===== src/sv/cpc_fifo.sv =====
// Small register FIFO, power-of-two depth.
// No dependencies.
`default_nettype none

module cpc_fifo #(
	parameter int WIDTH = 8,
	parameter int DEPTH = 2
) (
	input  wire logic             clk,
	input  wire logic             arst_n,
	input  wire logic             wr_en,
	input  wire logic [WIDTH-1:0] wr_data,
	output      logic             full,
	input  wire logic             rd_en,
	output      logic [WIDTH-1:0] rd_data,
	output      logic             empty
);

	localparam int PW = $clog2(DEPTH);
	localparam int CW = $clog2(DEPTH + 1);

	logic [WIDTH-1:0] slot_q [DEPTH];
	logic [PW-1:0]    wptr_q;
	logic [PW-1:0]    rptr_q;
	logic [CW-1:0]    cnt_q;

	assign full    = (cnt_q == CW'(DEPTH));
	assign empty   = (cnt_q == '0);
	assign rd_data = slot_q[rptr_q];

	always_ff @(posedge clk or negedge arst_n) begin
		if (!arst_n) begin
			wptr_q <= '0;
			rptr_q <= '0;
			cnt_q  <= '0;
		end else begin
			if (wr_en) begin
				wptr_q <= wptr_q + 1'b1;
			end
			if (rd_en) begin
				rptr_q <= rptr_q + 1'b1;
			end
			if (wr_en && !rd_en) begin
				cnt_q <= cnt_q + 1'b1;
			end else if (rd_en && !wr_en) begin
				cnt_q <= cnt_q - 1'b1;
			end
		end
	end

	always_ff @(posedge clk) begin
		if (wr_en) begin
			slot_q[wptr_q] <= wr_data;
		end
	end

endmodule

`default_nettype wire


===== config.mk =====
export PLATFORM = sky130hd
export DESIGN_NAME = cpc_fifo
export DESIGN_NICKNAME = d
export VERILOG_FILES = /design/src/sv/cpc_fifo.sv
export SDC_FILE = /design/constraint.sdc
export NUM_CORES = 1
export LEC_CHECK = 0
export ABC_AREA = 1
export BUFFER_PORTS_ARGS = -buffer_cell sky130_fd_sc_hd__buf_2
export CAP_MARGIN = 20
export CORE_UTILIZATION = 44
export CTS_CLUSTER_SIZE = 20
export DETAILED_ROUTE_END_ITERATION = 6
export HOLD_SLACK_MARGIN = 0.06
export PLACE_DENSITY = 0.71
export SYNTH_ARGS = -nofsm -noshare
export SYNTH_HDL_FRONTEND = slang
export SYNTH_SLANG_ARGS = --single-unit

===== constraint.sdc =====
create_clock -name clk -period 1.2 [get_ports clk]
set_input_delay 0.06 -clock clk [delete_from_list [all_inputs] [get_ports clk]]
set_output_delay 0.06 -clock clk [all_outputs]
set_load 0.1 [all_outputs]

## Yosys cells after proc, flatten, opt, wreduce, memory -nomap -nowiden

Memories as Yosys holds them, arrays and structs flattened.
Index checks and enable logic that the tools add are counted.

- $add $sub $neg: 4
- Reduce and logical (&&, ||, !) cells: 6
- Equality and inequality tests: 1
- Mux-type cells: 4

Operator list:

| operator | count |
|---|---|
| $mux W2 | 2 |
| $add A1 B1 Y1 const B | 2 |
| $add A2 B1 Y2 const B | 1 |
| $eq A2 B2 Y1 const B | 1 |
| $logic_and A1 B1 Y1 | 2 |
| $logic_not A1 Y1 | 2 |
| $logic_not A2 Y1 | 1 |
| $mux W1 | 2 |
| $reduce_bool A2 Y1 | 1 |
| $sub A2 B1 Y2 const B | 1 |

- RAM bits: 16
- Flip-flop bits (word level): 4
- Word-level logic and storage cells: 19
- Output and inout bits: 10
- Memories: 1

Memory list:

| memory | depth | bits a word | rd ports | clocked after Yosys merged registers in | write ports | RTL line | text |
|---|---|---|---|---|---|---|---|
| slot_q | 2 | 8 | 1 | 0 | 1 | 22 | `logic [WIDTH-1:0] slot_q [DEPTH];` |

## Longest topological paths before layout

Gate-level depths: netlist of run 1.

- Depth after elaboration: 4
- Mapped depth: 7

## Worst setup path before layout of run 1

OpenSTA, ideal clock, no wires.

- Path type: register to output
- From: register cnt_q[0]
- To: output port full
- Data required time: 1.140 ns
- Buffers on the path: 0
- Setup slack: -0.541 ns
- Stages on the path, launching flop included: 2
- Data arrival time: 1.681 ns
- Cell sequence: dfrtp_1 nor2_1

- Word-level cells in the longest chain between the ends: 1

Ends and longest elaborated chain:

| item | RTL line | text |
|---|---|---|
| from (decl) | 25 | `logic [CW-1:0] cnt_q;` |
| from (signal assigned) | 44 | `cnt_q <= cnt_q + 1'b1;` |
| from (signal assigned) | 46 | `cnt_q <= cnt_q - 1'b1;` |
| $eq A2 B2 Y1 | 27 | `assign full = (cnt_q == CW'(DEPTH));` |
| to (decl) | 13 | `output logic full,` |

No other way between the ends.

## Worst setup path after layout of run 1

- From: register rptr_q
- To: output port rd_data[4]

- Word-level cells in the longest chain between the ends: 1

Ends and longest elaborated chain:

| item | RTL line | text |
|---|---|---|
| from (decl) | 24 | `logic [PW-1:0] rptr_q;` |
| from (signal assigned) | 41 | `rptr_q <= rptr_q + 1'b1;` |
| $mem_v2 Z2 W8 | - |  |
| to (decl) | 15 | `output logic [WIDTH-1:0] rd_data,` |

No other way between the ends.

==> flow_metrics.env, run 1 <==
export IMPL_status="finished, violations left"
export IMPL_violations="setup timing"
export IMPL_cts_sinks=20
export IMPL_synth_seq_cells=20
export IMPL_clkTransAtPathRegs_ns=0.10
export IMPL_dr_wl_met2_um=922
export IMPL_ios=22
export IMPL_die_w_um=45.1
export IMPL_slew_violations=0
export IMPL_grtUsageTotal_pct=17.9
export IMPL_synth_nets=63
export IMPL_finalHoldViolations=0
export IMPL_final_cell_count_no_fill=116
export IMPL_first_pass_iters=4
export IMPL_yosys_area_top_type="edfxtp_1"
export IMPL_wl_per_cell_um=13.8
export IMPL_crit_buf_inv=2
export IMPL_crit_slowest_cell="dfrtp_2"
export IMPL_drc=0
export IMPL_fmax_ghz=0.708
export IMPL_route_met3_wl_um=90
export IMPL_wl_met1_um=560
export IMPL_crit_type="reg2out"
export IMPL_vias=546
export IMPL_crit_family="flip-flops"
export IMPL_cts_buffer_depth=2
export IMPL_crit_fanout=5
export IMPL_gp_congestion=0.586
export IMPL_postSynthCellCount=50
export IMPL_layout_drive_gt1_share_pct=48.4
export IMPL_start_util_pct=47.4
export IMPL_viasPerCell=4.71
export IMPL_htreeDepth=1
export IMPL_yosysWarningCount=0
export IMPL_crit_arrival_ns=1.35
export IMPL_numCtsBuffers=3
export IMPL_portBuffers=21
export IMPL_grt_max_degree=12
export IMPL_drt_first_iter_violations=7
export IMPL_grt_pass1_vias=585
export IMPL_ys_top_cells_by_area="edfxtp_1 59%, mux2_4 15%, dfrtp_1 12%"
export IMPL_cp_start_kind="register"
export IMPL_final_cell_mix="16 x edfxtp_1, 11 x dlygate4sd3_1, 11 x buf_2"
export IMPL_fp_row_count=15
export IMPL_synth_area_um2=818
export IMPL_finalCritPeriodShare_pct=118
export IMPL_top_layer="met4"
export IMPL_grt_overflow=0
export IMPL_synth_top_area_share_pct=58.7
export IMPL_worst_pin_slew_ns=0.352
export IMPL_dp_hpwl_mm=1.04
export IMPL_ant_nets=0
export IMPL_grt_pass1_wl_mm=2.35
export IMPL_place_inst=97
export IMPL_ys_types=12
export IMPL_diodes=0
export IMPL_final_common_cell="edfxtp_1"
export IMPL_utilization_pct=75.7
export IMPL_antenna_found_initial=0
export IMPL_drv_cap=0
export IMPL_place_ws_ns=-0.0574
export IMPL_rsz0062_at_grt="true"
export IMPL_cts_tree="built"
export IMPL_syn_avg_cell_area_um2=16.4
export IMPL_worst_clock_skew_ns=0.00314
export IMPL_core_area_um2=1730
export IMPL_routed_wl_mm=1.60
export IMPL_die_y_um=45.1
export IMPL_endpoint_kind="output pin"
export IMPL_crit_chain="buf_6, mux2_4, buf_12"
export IMPL_area_growth_syn_to_layout_pct=59.8
export IMPL_cts_root_buf="clkbuf_4"
export IMPL_setup_viol=8
export IMPL_worstPathRequired_ns=1.14
export IMPL_ys_seq_area_share_pct=70.9
export IMPL_hold_path_class="in2async"
export IMPL_relSlewSlack_pct=76.5
export IMPL_min_period_ns=1.41
export IMPL_die_area_um2=2040
export IMPL_critPathMaxStageDelay_ns=0.43
export IMPL_layout_setup_ws_ns=-0.212
export IMPL_insertion_delay_ns=0.29
export IMPL_nets=105
==> worst paths after layout <==
check                                   startpoint                     end  slack (ns)  depth (start not counted)
min in group clk                        wr_data[3]  slot_q[0][3]$_DFFE_PP_        0.50                          2
worst max-delay path            rptr_q$_DFFE_PN0P_              rd_data[4]       -0.21                          3
worst max register to register  wptr_q$_DFFE_PN0P_  slot_q[1][1]$_DFFE_PP_        0.13                          2
worst min-delay path                        arst_n      wptr_q$_DFFE_PN0P_        0.10                          2
worst min register to register  wptr_q$_DFFE_PN0P_      wptr_q$_DFFE_PN0P_        0.51                          1
max in group asynchronous                   arst_n    cnt_q[0]$_DFFE_PN0P_        0.95                          2
==> cells in the mapped netlist <==
library cell	n
edfxtp_1	16
inv_1	7
xor2_1	2
buf_6	1
xnor2_1	1
dfrtp_1	4
nand3_1	1
ha_1	1
nand2_1	5
nand4_1	1
mux2_4	8
nor2_1	3
==> stage by stage <==
stage,area [um2],hold WS (ns),TNS [ns]
5_1_grt,1310,0.0870,-1.86
6_report,1310,0.104,-1.60
3_5_place_dp,1110,-0.124,-0.402
2_1_floorplan,823,-0.236,-0.174
3_3_place_gp,1110,-0.130,-0.257
4_1_cts,1280,0.0884,-1.59
==> kinds of logic (layout without fill, tap and decap cells) <==
kind of cell,count (synthesis),after routing,share of synthesized area [%]
mux,8,8,14.7
simple gates,10,10,5.05
xor+xnor,3,3,3.21
flops,20,20,70.9
fa+ha+maj,1,1,1.53
buf+inv,8,49,4.59
==> area by class of cell <==
class	instances	area, um2
Inverter	7	26.3
Multi-Input combinational cell	22	223
Clock inverter	1	3.75
Sequential cell	20	583
Tap cell	25	31.3
Fill cell	115	419
Clock buffer	3	22.5
Timing Repair Buffer	38	418
==> layer usage <==
metal  GRT usage, %  vias to the layer above
met1           15.7                      259
met5              0                        -
met3           5.20                        6
met4           12.7                        0
li1               -                      253
met2           33.9                       28
==> flip-flops by register name (all words and copies together) (netlist names) <==
| name | cells |
|---|---|
| slot_q | 16 |
| cnt_q | 2 |
| wptr_q | 1 |
| rptr_q | 1 |
==> what timing repair did <==
| item | CTS | global route |
|---|---|---|
| buffers inserted | 3 | 1 |
| hold buffers | 11 | 0 |
| resized for setup | 4 | 4 |
| pin swaps | 0 | 1 |
| endpoints found under the hold margin | 22 | 0 |
| endpoints found under the setup margin | 8 | 10 |
Power of run 1 is left out: the tool's default activity adds up to more than one toggle a clock period on the data nets, which glitch-free logic cannot reach.
==> inputs of run 2 (changes only) <==
- CORE_UTILIZATION: 44 -> 49
- PLACE_DENSITY: 0.71 -> 0.73
- clock period: 1.2 -> 1.3 ns (I/O delays scaled with it)
==> run 2 against run 1 <==
  * The flow still finishes with violations (setup timing)
  * Clock skew up 0.0019 ns
  * First-iteration DRC count up 43%
  * Via count shrank 5.1%
  * Critical endpoint is now rd_data[7]
  * Die area is 9.8% lower
  * Global-route usage rose by 1.2 points
  * Worst hold slack worse by 0.0068 ns
  * Highest routed layer unchanged
  * Sequential share of layout area is 0.55 points higher
  * Cell area down 1.4%
==> flow_metrics.env, run 2 (synthesis gave the netlist of run 1 again) <==
export IMPL_status="finished, violations left"
export IMPL_violations="setup timing"
export IMPL_reg2reg_depth=2
export IMPL_layout_drive_gt1_share_pct=44.9
export IMPL_r2r_end="slot_q[1][0]$_DFFE_PP_"
export IMPL_fillers=75
export IMPL_core_area_um2=1540
export IMPL_tns_ns=-0.857
export IMPL_cts_sinks=20
export IMPL_first_pass_iters=4
export IMPL_die_y_um=42.9
export IMPL_finalCritPeriodShare_pct=109
export IMPL_clkTransAtPathRegs_ns=0.11
export IMPL_rrSetupSlack_ns=0.27
export IMPL_slew_violations=0
export IMPL_largest_register_ffs=16
export IMPL_worstPathRequired_ns=1.24
export IMPL_grtUsageTotal_pct=19.1
export IMPL_worst_clock_skew_ns=0.00508
export IMPL_r2r_start="wptr_q$_DFFE_PN0P_"
export IMPL_ios=22
export IMPL_crit_type="reg2out"
export IMPL_fp_row_count=14
export IMPL_drc=0
export IMPL_cts_tree="built"
export IMPL_largest_register="slot_q"
export IMPL_nets=103
export IMPL_worst_pin_slew_ns=0.321
export IMPL_htreeDepth=1
export IMPL_area_growth_syn_to_layout_pct=57.5
export IMPL_grt_pass1_wl_mm=2.45
export IMPL_insertion_delay_ns=0.30
export IMPL_numCtsBuffers=3
export IMPL_layout_setup_ws_ns=-0.121
export IMPL_crit_fanout=5
export IMPL_antenna_found_initial=0
export IMPL_drv_cap=0
export IMPL_min_period_ns=1.42
export IMPL_wl_per_cell_um=13.9
export IMPL_final_common_cell="edfxtp_1"
export IMPL_grt_overflow=0
export IMPL_hold_worst_slack_ns=0.0971
export IMPL_grt_pass1_vias=552
export IMPL_endpoint_kind="output pin"
export IMPL_cts_root_buf="clkbuf_4"
export IMPL_cts_buffer_depth=2
export IMPL_vias=518
export IMPL_viasPerCell=4.93
export IMPL_diodes=0
export IMPL_fmax_ghz=0.704
export IMPL_grt_max_degree=13
export IMPL_setup_viol=8
export IMPL_die_w_um=42.9
export IMPL_routed_wl_mm=1.46
export IMPL_drt_first_iter_violations=10
export IMPL_relSlewSlack_pct=78.6
export IMPL_dp_hpwl_um=879
export IMPL_start_util_pct=53.1
export IMPL_crit_arrival_ns=1.36
export IMPL_final_cell_mix="16 x edfxtp_1, 11 x dlygate4sd3_1, 11 x buf_2"
export IMPL_die_area_um2=1840
export IMPL_finalHoldViolations=0
export IMPL_ant_nets=0
export IMPL_gp_congestion=0.729
export IMPL_hold_path_class="in2async"
export IMPL_reg_top3="slot_q (16), cnt_q (2)"
export IMPL_rsz0062_at_grt="true"
export IMPL_portBuffers=21
export IMPL_cp_start_kind="register"
-- run 2: cell count changes in the layout (fill, tap and decap cells not counted), sizes merged --
| cell | delta |
|---|---|
| bufinv | +1 |
| buf | -2 |
| clkinv | -1 |
-- run 2: worst max-delay path by stage --
| stage | from | to | depth (start not counted) |
|---|---|---|---|
| after floorplan | cnt_q[0]$_DFFE_PN0P_ | full | 1 |
| after global placement | rptr_q$_DFFE_PN0P_ | rd_data[7] | 2 |
| after detailed placement | rptr_q$_DFFE_PN0P_ | rd_data[6] | 2 |
| after CTS | rptr_q$_DFFE_PN0P_ | rd_data[2] | 3 |
| after global routing | rptr_q$_DFFE_PN0P_ | rd_data[7] | 3 |
| final | rptr_q$_DFFE_PN0P_ | rd_data[7] | 3 |
-- run 2: final cells by class --
type / instances / area [um2] / area share, %
clock buffers: 3 / 22.5 / 1.75
flip-flops and latches: 20 / 582 / 45.1
inverters: 7 / 26.3 / 2.04
repair buffers: 36 / 403 / 31.3
clock inverters: 1 / 30.0 / 2.33
well taps: 16 / 20.0 / 1.55
multi-input cells: 22 / 205 / 15.9
-- run 2: routing by layer --
metal / vias up / track usage (%) / routed length [um]
met5: - / 0 / 0
met2: 18 / 30.3 / 694
li1: 249 / - / -
met1: 247 / 26.0 / 695
met3: 4 / 2.55 / 40
met4: 0 / 9.38 / 31
-- run 2: worst max-delay path: stages, from the launching register on --
cell     delay [ns]
dfrtp_2        0.43
buf_6          0.14
mux2_4         0.32
buf_12         0.17
-- run 2: per-stage QoR --
step / util (%) / area [um2] / worst slack, ns / std cells
floorplan: - / 823 / -0.00220 / 50
global placement: 71.0 / 1090 / 0.0694 / 87
detailed placement: 71.0 / 1090 / 0.0595 / 87
CTS: 83.6 / 1290 / -0.116 / 105
global route: 83.6 / 1290 / -0.158 / 105
finish: 83.6 / 1290 / -0.121 / 105
-- run 2: what timing repair did --
action | CTS | global route
hold buffers | 11 | 0
endpoints found under the setup margin | 8 | 8
hold endpoints to repair | 22 | 0
resized for setup | 4 | 0
setup buffers | 3 | 0
Power of run 2 is left out for the same reason.
