### config.mk
export PLATFORM = sky130hd
export DESIGN_NAME = cpc_front
export DESIGN_NICKNAME = d
export VERILOG_FILES = /design/src/sv/cpc_pkg.sv /design/src/sv/cpc_front.sv
export SDC_FILE = /design/constraint.sdc
export NUM_CORES = 1
export LEC_CHECK = 0
export ABC_AREA = 1
export CAP_MARGIN = 20
export CORE_UTILIZATION = 42
export DETAILED_ROUTE_END_ITERATION = 16
export DONT_BUFFER_PORTS = 1
export RECOVER_POWER = 100
export SETUP_SLACK_MARGIN = 0.5
export SLEW_MARGIN = 30
export SYNTH_ARGS = -nofsm -noshare
export SYNTH_HDL_FRONTEND = slang
export SYNTH_SLANG_ARGS = --single-unit
export TNS_END_PERCENT = 30
### constraint.sdc
create_clock -name clk -period 4.7 [get_ports clk]
set_input_delay 0.94 -clock clk [delete_from_list [all_inputs] [get_ports clk]]
set_output_delay 0.94 -clock clk [all_outputs]
set_load 0.02 [all_outputs]
### src/sv/cpc_pkg.sv
// Package for the pileup coverage counter: codes, constants and shared types.
// No dependencies; used by cpc_front, cpc_back and the top level.
`default_nettype none

package cpc_pkg;

	localparam int POS_W     = 40;
	localparam int CURSOR_W  = 41;
	localparam int LEN_W     = 13;
	localparam int OFFSET_W  = 12;
	localparam int OUT_W     = 16;
	localparam int CMD_W     = 2;
	localparam int OP_W      = 4;
	localparam int BASE_W    = 3;
	localparam int NUM_BASES = 6;
	localparam int NUM_FIELDS = NUM_BASES + 1;

	localparam int WINDOW_DEPTH_DEF = 4096;
	localparam int COUNT_BITS_DEF   = 16;

	localparam logic [POS_W-1:0] WINDOW_START_RST  = '0;
	localparam logic [LEN_W-1:0] WINDOW_LENGTH_RST = LEN_W'(4096);

	localparam logic REG_WINDOW_START  = 1'b0;
	localparam logic REG_WINDOW_LENGTH = 1'b1;

	typedef enum logic [CMD_W-1:0] {
		CMD_START = 2'd0,
		CMD_CIGAR = 2'd1,
		CMD_QUERY = 2'd2,
		CMD_RSVD  = 2'd3
	} cmd_e;

	localparam logic [OP_W-1:0] OP_M  = 4'd0;
	localparam logic [OP_W-1:0] OP_I  = 4'd1;
	localparam logic [OP_W-1:0] OP_D  = 4'd2;
	localparam logic [OP_W-1:0] OP_N  = 4'd3;
	localparam logic [OP_W-1:0] OP_S  = 4'd4;
	localparam logic [OP_W-1:0] OP_H  = 4'd5;
	localparam logic [OP_W-1:0] OP_P  = 4'd6;
	localparam logic [OP_W-1:0] OP_EQ = 4'd7;
	localparam logic [OP_W-1:0] OP_X  = 4'd8;

	localparam logic [BASE_W-1:0] BASE_N     = 3'd4;
	localparam logic [BASE_W-1:0] BASE_OTHER = 3'd5;

	typedef enum logic {
		JOB_COUNT = 1'b0,
		JOB_QUERY = 1'b1
	} job_kind_e;

	typedef struct packed {
		job_kind_e             kind;
		logic [BASE_W-1:0]     base;
		logic [OFFSET_W-1:0]   offset;
	} job_t;

	typedef struct packed {
		logic [OFFSET_W-1:0]                offset;
		logic [OUT_W-1:0]                   depth;
		logic [NUM_BASES-1:0][OUT_W-1:0]    counts;
	} result_t;

	typedef enum logic [1:0] {
		BK_CLEAR = 2'd0,
		BK_IDLE  = 2'd1,
		BK_RMW   = 2'd2
	} back_state_e;

	typedef struct packed {
		logic clearing;
		logic ram_we;
		logic ram_re;
		logic query_pop;
		logic res_push;
	} back_stat_t;

endpackage

`default_nettype wire

### src/sv/cpc_front.sv
// Front end: accepts commands, keeps the reference cursor, classifies ops
// against the window and issues count and query jobs. Depends on cpc_pkg.
`default_nettype none

module cpc_front #(
	parameter int WINDOW_DEPTH = cpc_pkg::WINDOW_DEPTH_DEF
) (
	input  wire logic                              clk,
	input  wire logic                              arst_n,
	input  wire logic                              push,
	output      logic                              full,
	input  wire logic [cpc_pkg::CMD_W-1:0]         command,
	input  wire logic [cpc_pkg::POS_W-1:0]         position,
	input  wire logic [cpc_pkg::OP_W-1:0]          cigar_op,
	input  wire logic [cpc_pkg::BASE_W-1:0]        read_base,
	input  wire logic [cpc_pkg::POS_W-1:0]         window_start,
	input  wire logic [cpc_pkg::LEN_W-1:0]         window_length,
	input  wire logic                              blocked,
	input  wire logic                              job_full,
	output      logic                              job_push,
	output      cpc_pkg::job_t                     job,
	output      logic [$clog2(WINDOW_DEPTH)-1:0]   job_addr
);

	localparam int AW = $clog2(WINDOW_DEPTH);
	localparam int CW = cpc_pkg::CURSOR_W;
	localparam logic [CW-1:0] DEPTH_L = CW'(WINDOW_DEPTH);

	logic [CW-1:0]                 cursor_q;
	logic                          valid_s1;
	logic [cpc_pkg::CMD_W-1:0]     cmd_s1;
	logic [cpc_pkg::POS_W-1:0]     pos_s1;
	logic [cpc_pkg::OP_W-1:0]      op_s1;
	logic [cpc_pkg::BASE_W-1:0]    base_s1;
	logic [CW-1:0]                 cursor_s1;

	logic              accept;
	logic              advance;
	logic              step;
	logic [CW-1:0]     eff_len;
	logic [CW:0]       diff;
	logic              in_win;
	logic              need_count;
	logic              need_query;
	logic [cpc_pkg::BASE_W-1:0] cnt_base;

	function automatic logic [cpc_pkg::BASE_W-1:0] read_base_clip(
		input logic [cpc_pkg::BASE_W-1:0] b
	);
		return (b > cpc_pkg::BASE_OTHER) ? cpc_pkg::BASE_OTHER : b;
	endfunction

	assign accept = push && !full;

	always_comb begin
		case (cigar_op)
			cpc_pkg::OP_M, cpc_pkg::OP_EQ, cpc_pkg::OP_X,
			cpc_pkg::OP_N, cpc_pkg::OP_D: step = 1'b1;
			default:                      step = 1'b0;
		endcase
	end

	always_ff @(posedge clk or negedge arst_n) begin
		if (!arst_n) begin
			cursor_q <= '0;
		end else if (accept) begin
			if (command == cpc_pkg::CMD_START) begin
				cursor_q <= CW'(position);
			end else if (command == cpc_pkg::CMD_CIGAR && step) begin
				cursor_q <= cursor_q + 1'b1;
			end
		end
	end

	// classification of the staged item
	assign eff_len = (CW'(window_length) > DEPTH_L) ? DEPTH_L : CW'(window_length);
	assign diff    = {1'b0, cursor_s1} - {2'b00, window_start};
	assign in_win  = !diff[CW] && (diff[CW-1:0] < eff_len);

	always_comb begin
		need_count = 1'b0;
		cnt_base   = read_base_clip(base_s1);
		if (cmd_s1 == cpc_pkg::CMD_CIGAR) begin
			case (op_s1)
				cpc_pkg::OP_M, cpc_pkg::OP_EQ, cpc_pkg::OP_X: begin
					need_count = in_win;
				end
				cpc_pkg::OP_N: begin
					need_count = in_win;
					cnt_base   = cpc_pkg::BASE_N;
				end
				default: begin
					need_count = 1'b0;
				end
			endcase
		end
	end

	assign need_query = (cmd_s1 == cpc_pkg::CMD_QUERY) && (CW'(pos_s1) < eff_len);

	assign job_push = valid_s1 && (need_count || need_query) && !job_full;
	assign advance  = !valid_s1 || !(need_count || need_query) || !job_full;
	assign full     = blocked || !advance;

	always_comb begin
		job.kind   = need_query ? cpc_pkg::JOB_QUERY : cpc_pkg::JOB_COUNT;
		job.base   = cnt_base;
		job.offset = pos_s1[cpc_pkg::OFFSET_W-1:0];
		job_addr   = need_query ? pos_s1[AW-1:0] : diff[AW-1:0];
	end

	always_ff @(posedge clk or negedge arst_n) begin
		if (!arst_n) begin
			valid_s1 <= 1'b0;
		end else if (accept) begin
			valid_s1 <= 1'b1;
		end else if (advance) begin
			valid_s1 <= 1'b0;
		end
	end

	always_ff @(posedge clk) begin
		if (accept) begin
			cmd_s1    <= command;
			pos_s1    <= position;
			op_s1     <= cigar_op;
			base_s1   <= read_base;
			cursor_s1 <= cursor_q;
		end
	end

endmodule

`default_nettype wire

Yosys cells after proc, flatten, opt, wreduce, memory -nomap -nowiden

Index checks and enable logic that the tools add are counted.

$add $sub $neg: 2
$lt $le $gt $ge: 4
Equal/unequal tests: 10
Mux-type cells: 13
Reductions and logical operators: 24

Operators by type and width:

| cell                                                   | count |
|---|---|
| 2-to-1 mux 41 bit                                      | 2 |
| subtractor 41 x 40 -> 42 bit                           | 1 |
| adder 41 x 1 -> 41 bit (second input constant)         | 1 |
| < comparator 41 x 13 -> 1 bit                          | 1 |
| < comparator 40 x 13 -> 1 bit                          | 1 |
| greater-than comparator 13 bit (second input constant) | 1 |
| 2-to-1 mux 13 bit                                      | 1 |
| equality test 4 x 2 -> 1 bit (second input constant)   | 3 |
| 2-to-1 mux 12 bit                                      | 1 |
| 2-to-1 mux 3 bit                                       | 3 |
| equality test 4 x 3 -> 1 bit (second input constant)   | 2 |
| equality test 4 bit (second input constant)            | 2 |
| logical NOT 4 bit                                      | 2 |
| logical AND 1 bit                                      | 6 |
| logical NOT 1 bit                                      | 6 |
| 2-to-1 mux 1 bit                                       | 6 |
| OR reduction 5 bit                                     | 1 |
| equality test 2 x 1 -> 1 bit (second input constant)   | 2 |
| logical OR 1 bit                                       | 4 |
| nonzero test 2 bit                                     | 2 |
| OR reduction 4 bit                                     | 1 |
| greater-than comparator 3 bit (second input constant)  | 1 |
| equality test 2 bit (second input constant)            | 1 |
| logical NOT 2 bit                                      | 1 |
| AND reduction 2 bit                                    | 1 |

Flip-flop bits (word level): 132
Logic and storage cells: 60

Depth between registers and ports, before layout

Depth after elaboration: 15
Mapped depth: 28

Least setup slack after synthesis

Ideal clock, no wire load.

Kind: input port to flip-flop
Start point: in window_start[0] in the netlist's numbering
End point: reg base_s1[0] in the netlist's numbering (enable)
Arrival: 4.953 ns
Data required time: 4.257 ns
Slack: -0.697 ns
Cell stages on the path: 24
Buffers on the path: 0
Cells stage by stage: ha_1 inv_1 fa_1 nand2_1 nand2_1 nand3_1 nand2_1 a21oi_1 xnor2_1 ha_1 nand2_1 nor2_1 nor3b_1 nand3_1 nor2_1 nand2_1 nor2_1 nand3_1 nor2_1 nand2_1 nand2_2 nand3_4 nand3_4 inv_1

Cells in the longest elaborated chain, start to end: 13

RTL lines:

| element                                                            | RTL line         | text |
|---|---|---|
| start: declaration                                                 | cpc_front.sv:16  | `input wire logic [cpc_pkg::POS_W-1:0] window_start,` |
| subtractor 41 x 40 -> 42 bit (*)                                   | cpc_front.sv:77  | `assign diff = {1'b0, cursor_s1} - {2'b00, window_start};` |
| < comparator 41 x 13 -> 1 bit or logical NOT 1 bit (tied branches) | cpc_front.sv:78  | `assign in_win = !diff[CW] && (diff[CW-1:0] < eff_len);` |
| logical AND 1 bit (*)                                              | cpc_front.sv:78  |  |
| 2-to-1 mux 1 bit (*)                                               | cpc_front.sv:84  | `case (op_s1)` |
| 2-to-1 mux 1 bit (*)                                               | cpc_front.sv:83  | `if (cmd_s1 == cpc_pkg::CMD_CIGAR) begin` |
| logical OR 1 bit (*)                                               | cpc_front.sv:102 | `assign advance = !valid_s1 \|\| !(need_count \|\| need_query) \|\| !job_full;` |
| logical NOT 1 bit (*)                                              | cpc_front.sv:102 |  |
| logical OR 1 bit (*) (2 in series)                                 | cpc_front.sv:102 |  |
| logical NOT 1 bit (*)                                              | cpc_front.sv:103 | `assign full = blocked \|\| !advance;` |
| logical OR 1 bit (*)                                               | cpc_front.sv:103 |  |
| logical NOT 1 bit (*)                                              | cpc_front.sv:53  | `assign accept = push && !full;` |
| logical AND 1 bit (*)                                              | cpc_front.sv:53  |  |
| net accept                                                         | cpc_front.sv:37  | `logic accept;` |
| end signal: assignment                                             | cpc_front.sv:127 | `base_s1 <= read_base;` |
| end: declaration                                                   | cpc_front.sv:34  | `logic [cpc_pkg::BASE_W-1:0] base_s1;` |

The timed path passes the listed nets; every way through them passes the cells marked *.
A chain may end at the register's enable or synchronous reset.

Final worst setup path

Start point: in window_start[0] in the netlist's numbering
End point: out job_push

Cells in the longest elaborated chain, start to end: 8

RTL lines:

| element                                                            | RTL line         | text |
|---|---|---|
| subtractor 41 x 40 -> 42 bit (*)                                   | cpc_front.sv:77  |  |
| < comparator 41 x 13 -> 1 bit or logical NOT 1 bit (tied branches) | cpc_front.sv:78  |  |
| logical AND 1 bit (*)                                              | cpc_front.sv:78  |  |
| 2-to-1 mux 1 bit (*)                                               | cpc_front.sv:84  |  |
| 2-to-1 mux 1 bit (*)                                               | cpc_front.sv:83  |  |
| logical OR 1 bit (*)                                               | cpc_front.sv:101 | `assign job_push = valid_s1 && (need_count \|\| need_query) && !job_full;` |
| logical AND 1 bit (*) (2 in series)                                | cpc_front.sv:101 |  |
| end: declaration                                                   | cpc_front.sv:20  | `output logic job_push,` |

Every way passes the cells marked *; elsewhere a longest branch is shown, timed or not.

==> qor.txt <==
worst hold path class: in -> async
Yosys reg bits: 132
Commonest cells post-synth: nand2_1, inv_1, nor2_1
standby leakage power: 5.831 nW
total power: 4.081 mW
clock period minus worst slack: 4613 ps
initial antenna violation count: 0
clock slew at reported path FFs: 60 ps
ratio of cells with drive above 1 in the final layout: 11.17%
M3 GR Usage: 2.761%
synth warn: 0
synth unique cells: 48
final hold vios: 0
core area: 0.02432 mm²
Int Pwr: 2.637 mW
Sw Share: 35.39%
slowest library cell on the worst path: fa_2
slowest stage delay, CP: 350 ps
cell chain of the critical path: ha_4, inv_4, fa_2, nand2_1, nand2_2, nand3_2, nand2_2, a21oi_4, xnor2_1, ha_1, nand2_1, nand2_1, nor3b_2, nand4_1, nor3_2, o211a_1, nand4_1, o21ai_2, nand2_1, nor2_1, buf_4
most frequent cell after synthesis: nand2_1
drt drc: 0
layer with the highest usage: met2
combinational power share: 30.9%
final core utilization: 49.68%
final slew viol count: 0
CTS H-tree depth: 4
Worst R2R Setup Slack: 720 ps
Synth top area share: 25.96%
per-cell routed wire length: 16.51 µm
worst slack, placed: -139.9 ps
Synth area leaders: edfxtp_1, nand2_1, dfrtp_1
Worst Setup End Kind: primary output
grt met1 use: 33.18%
status: completed
Fin Setup TNS: 0 ps
leading area contributor after synthesis: edfxtp_1
hpwl dp: 24720 µm
Root Buffer: clkbuf_16
max_cap viols: 0
Die ar.: 0.02542 mm²
largest net degree at the start of global routing: 67
Setup WS post-layout: 86.98 ps
Clock Skews: 7.391 ps
most used flip-flop cell after synthesis: edfxtp_1
dpl cell area: 0.01102 mm²
crit path to: job_push
routing usage on met2: 38.60%
GP Congestion: 1.005
Fill cells: 2436
Final nets: 1718
Worst Tran Pin Value: 615.3 ps
GRT Util Overall: 23.84%
Synth-to-Final Area Change: 16.07%
FFs w/ async S/R, synth: 31.82%
Worst setup SP type: primary input
final WL: 31060 µm
RR Endpoint: cursor_s1[8]
EDFF count, synth: 90
Congestion Overflow GR: 0
post-synthesis sequential area ratio: 36.06%
Fmax: 0.2168 GHz
io pins: 137
slew margin rel.: 58.73%
via count: 9586
Avg Synthesized Cell Area: 6.991 µm²
fin crit share: 98.15%
crit path DAT: 3670 ps
Worst Setup SP: window_start[0]
Crit Reg-Reg Startpoint: cursor_s1[0]
Die Height: 159.4 µm
clock power share: 29.5%
vias in the first global route: 8971
Port Buffers: 0
critical path class: in -> out
unrepaired setup endpoints after global routing: yes
Mapped Nets: 1662
design area: 0.01208 mm²
cts hold-fix bufs: 0
Critical Path Most Common Cell: nand2_1
CTS tree: built
NetSw: 1.444 mW
die width: 159.4 µm
first-pass iteration count of the detailed router: 5
CP Max Fanout: 3
Seq pwr share: 39.6%
routed vias/inst: 5.094
worst r2r path cells: 29
clk buf depth: 2
post-detailed-route count of antenna-violating nets: 0
First DRT Iteration DRCs: 814
CTS Buf Count: 17
mapped cell area: 0.01041 mm²
CTS sink cnt: 132
first-pass GRT wire length: 47060 µm
initial core utilization: 42.80%
pwr/cell area: 337.7 mW/mm²
FP Rows: 57
Max rail drop VDD: 0.2239 mV
# diodes: 0
Post-Syn Instances: 1489
Worst-Skew Late Latency: 410 ps
CP required: 3760 ps
Final Setup Violations: 0
==> logic make-up (layout without fill, tap and decap cells) <==
family | after synthesis | count (layout) | share of synthesized area [%]
buffers and inverters | 255 | 324 | 10.25
AND/OR/NAND/NOR | 873 | 873 | 35.58
flip-flops | 132 | 132 | 36.06
adder cells (fa/ha/maj) | 66 | 66 | 8.005
XOR/XNOR | 44 | 44 | 3.702
AO/OA/AOI/OAI | 119 | 119 | 6.406
==> layout make-up <==
| class | instances | area (µm²) | area share, % |
|---|---|---|---|
| multi-input combinational | 1102 | 5816 | 48.13 |
| sequential | 132 | 3754 | 31.07 |
| inverter | 221 | 837.1 | 6.928 |
| timing repair buffer | 71 | 728.2 | 6.027 |
| clock buffer | 18 | 429.2 | 3.552 |
| tap | 324 | 405.4 | 3.355 |
| clock inverter | 14 | 113.9 | 0.9423 |
==> worst min-delay path by stage <==
stage,start,endpoint,slack (ps),depth (start not counted)
global placement,cursor_q[28],cursor_s1[28],470,0
global route,arst_n,cursor_q[36],200,0
floorplan,cursor_q[11],cursor_s1[11],420,0
detailed placement,cursor_q[28],cursor_s1[28],480,0
finish,arst_n,cursor_q[36],220,0
CTS,arst_n,cursor_q[36],210,0
==> what timing repair did <==
action / 4_1_cts / 5_1_grt
pin swaps: 5 / 5
setup endpoints to repair: 11 / 146
buffers inserted: 4 / 8
cloned: 0 / 9
resized for setup: 13 / 41
==> power groups by stage <==
stage | Combinational (mW) | Sequential [mW] | Clock [mW]
floorplan | 0.882 | 1.55 | 0
global placement | 1.17 | 1.62 | 0
detailed placement | 1.18 | 1.63 | 0
CTS | 1.20 | 1.61 | 1.23
global route | 1.42 | 1.64 | 1.28
finish | 1.26 | 1.62 | 1.20
==> flip-flops by register name, indices dropped and copies added, names as in the netlist <==
register,count
cursor_s1,41
valid_s1,1
pos_s1,40
base_s1,3
cursor_q,41
cmd_s1,2
op_s1,4
==> through the flow <==
| step | instances | hold slack, ps |
|---|---|---|
| floorplan | 1489 | 423.1 |
| CTS | 1865 | 206.1 |
| detailed placement | 1829 | 480.6 |
| global placement | 1829 | 466.0 |
| finish | 1882 | 221.2 |
| global route | 1882 | 200.9 |
==> routing by layer <==
layer,share of wire [%],vias to the layer above
met3,5.2,40
met1,46,4363
met5,0,-
met2,46,297
li1,-,4886
met4,2.2,0
==> critical path: cells and delay by family <==
kind | cells | cell delay (ps)
adder cells (fa/ha/maj) | 3 | 790
AO/OA/AOI/OAI | 3 | 460
XOR/XNOR | 1 | 90
AND/OR/NAND/NOR | 12 | 1210
buffers and inverters | 2 | 180
==> layout by cell type (no fill, tap or decap), drive strengths merged, types with 12 or more instances in the layout <==
| cell type | netlist | final |
|---|---|---|
| inv | 219 | 218 |
| ha | 65 | 65 |
| xnor2 | 12 | 12 |
| dfrtp | 42 | 42 |
| nor3 | 27 | 27 |
| nand3 | 71 | 71 |
| xor2 | 32 | 32 |
| nand2 | 593 | 593 |
| nand4 | 24 | 24 |
| nor4 | 21 | 21 |
| clkbuf | 11 | 23 |
| a21oi | 55 | 55 |
| nor2 | 119 | 119 |
| edfxtp | 90 | 90 |
| o21ai | 36 | 36 |
| buf | 23 | 66 |
Note: power is estimated with default switching activity, not from simulation.
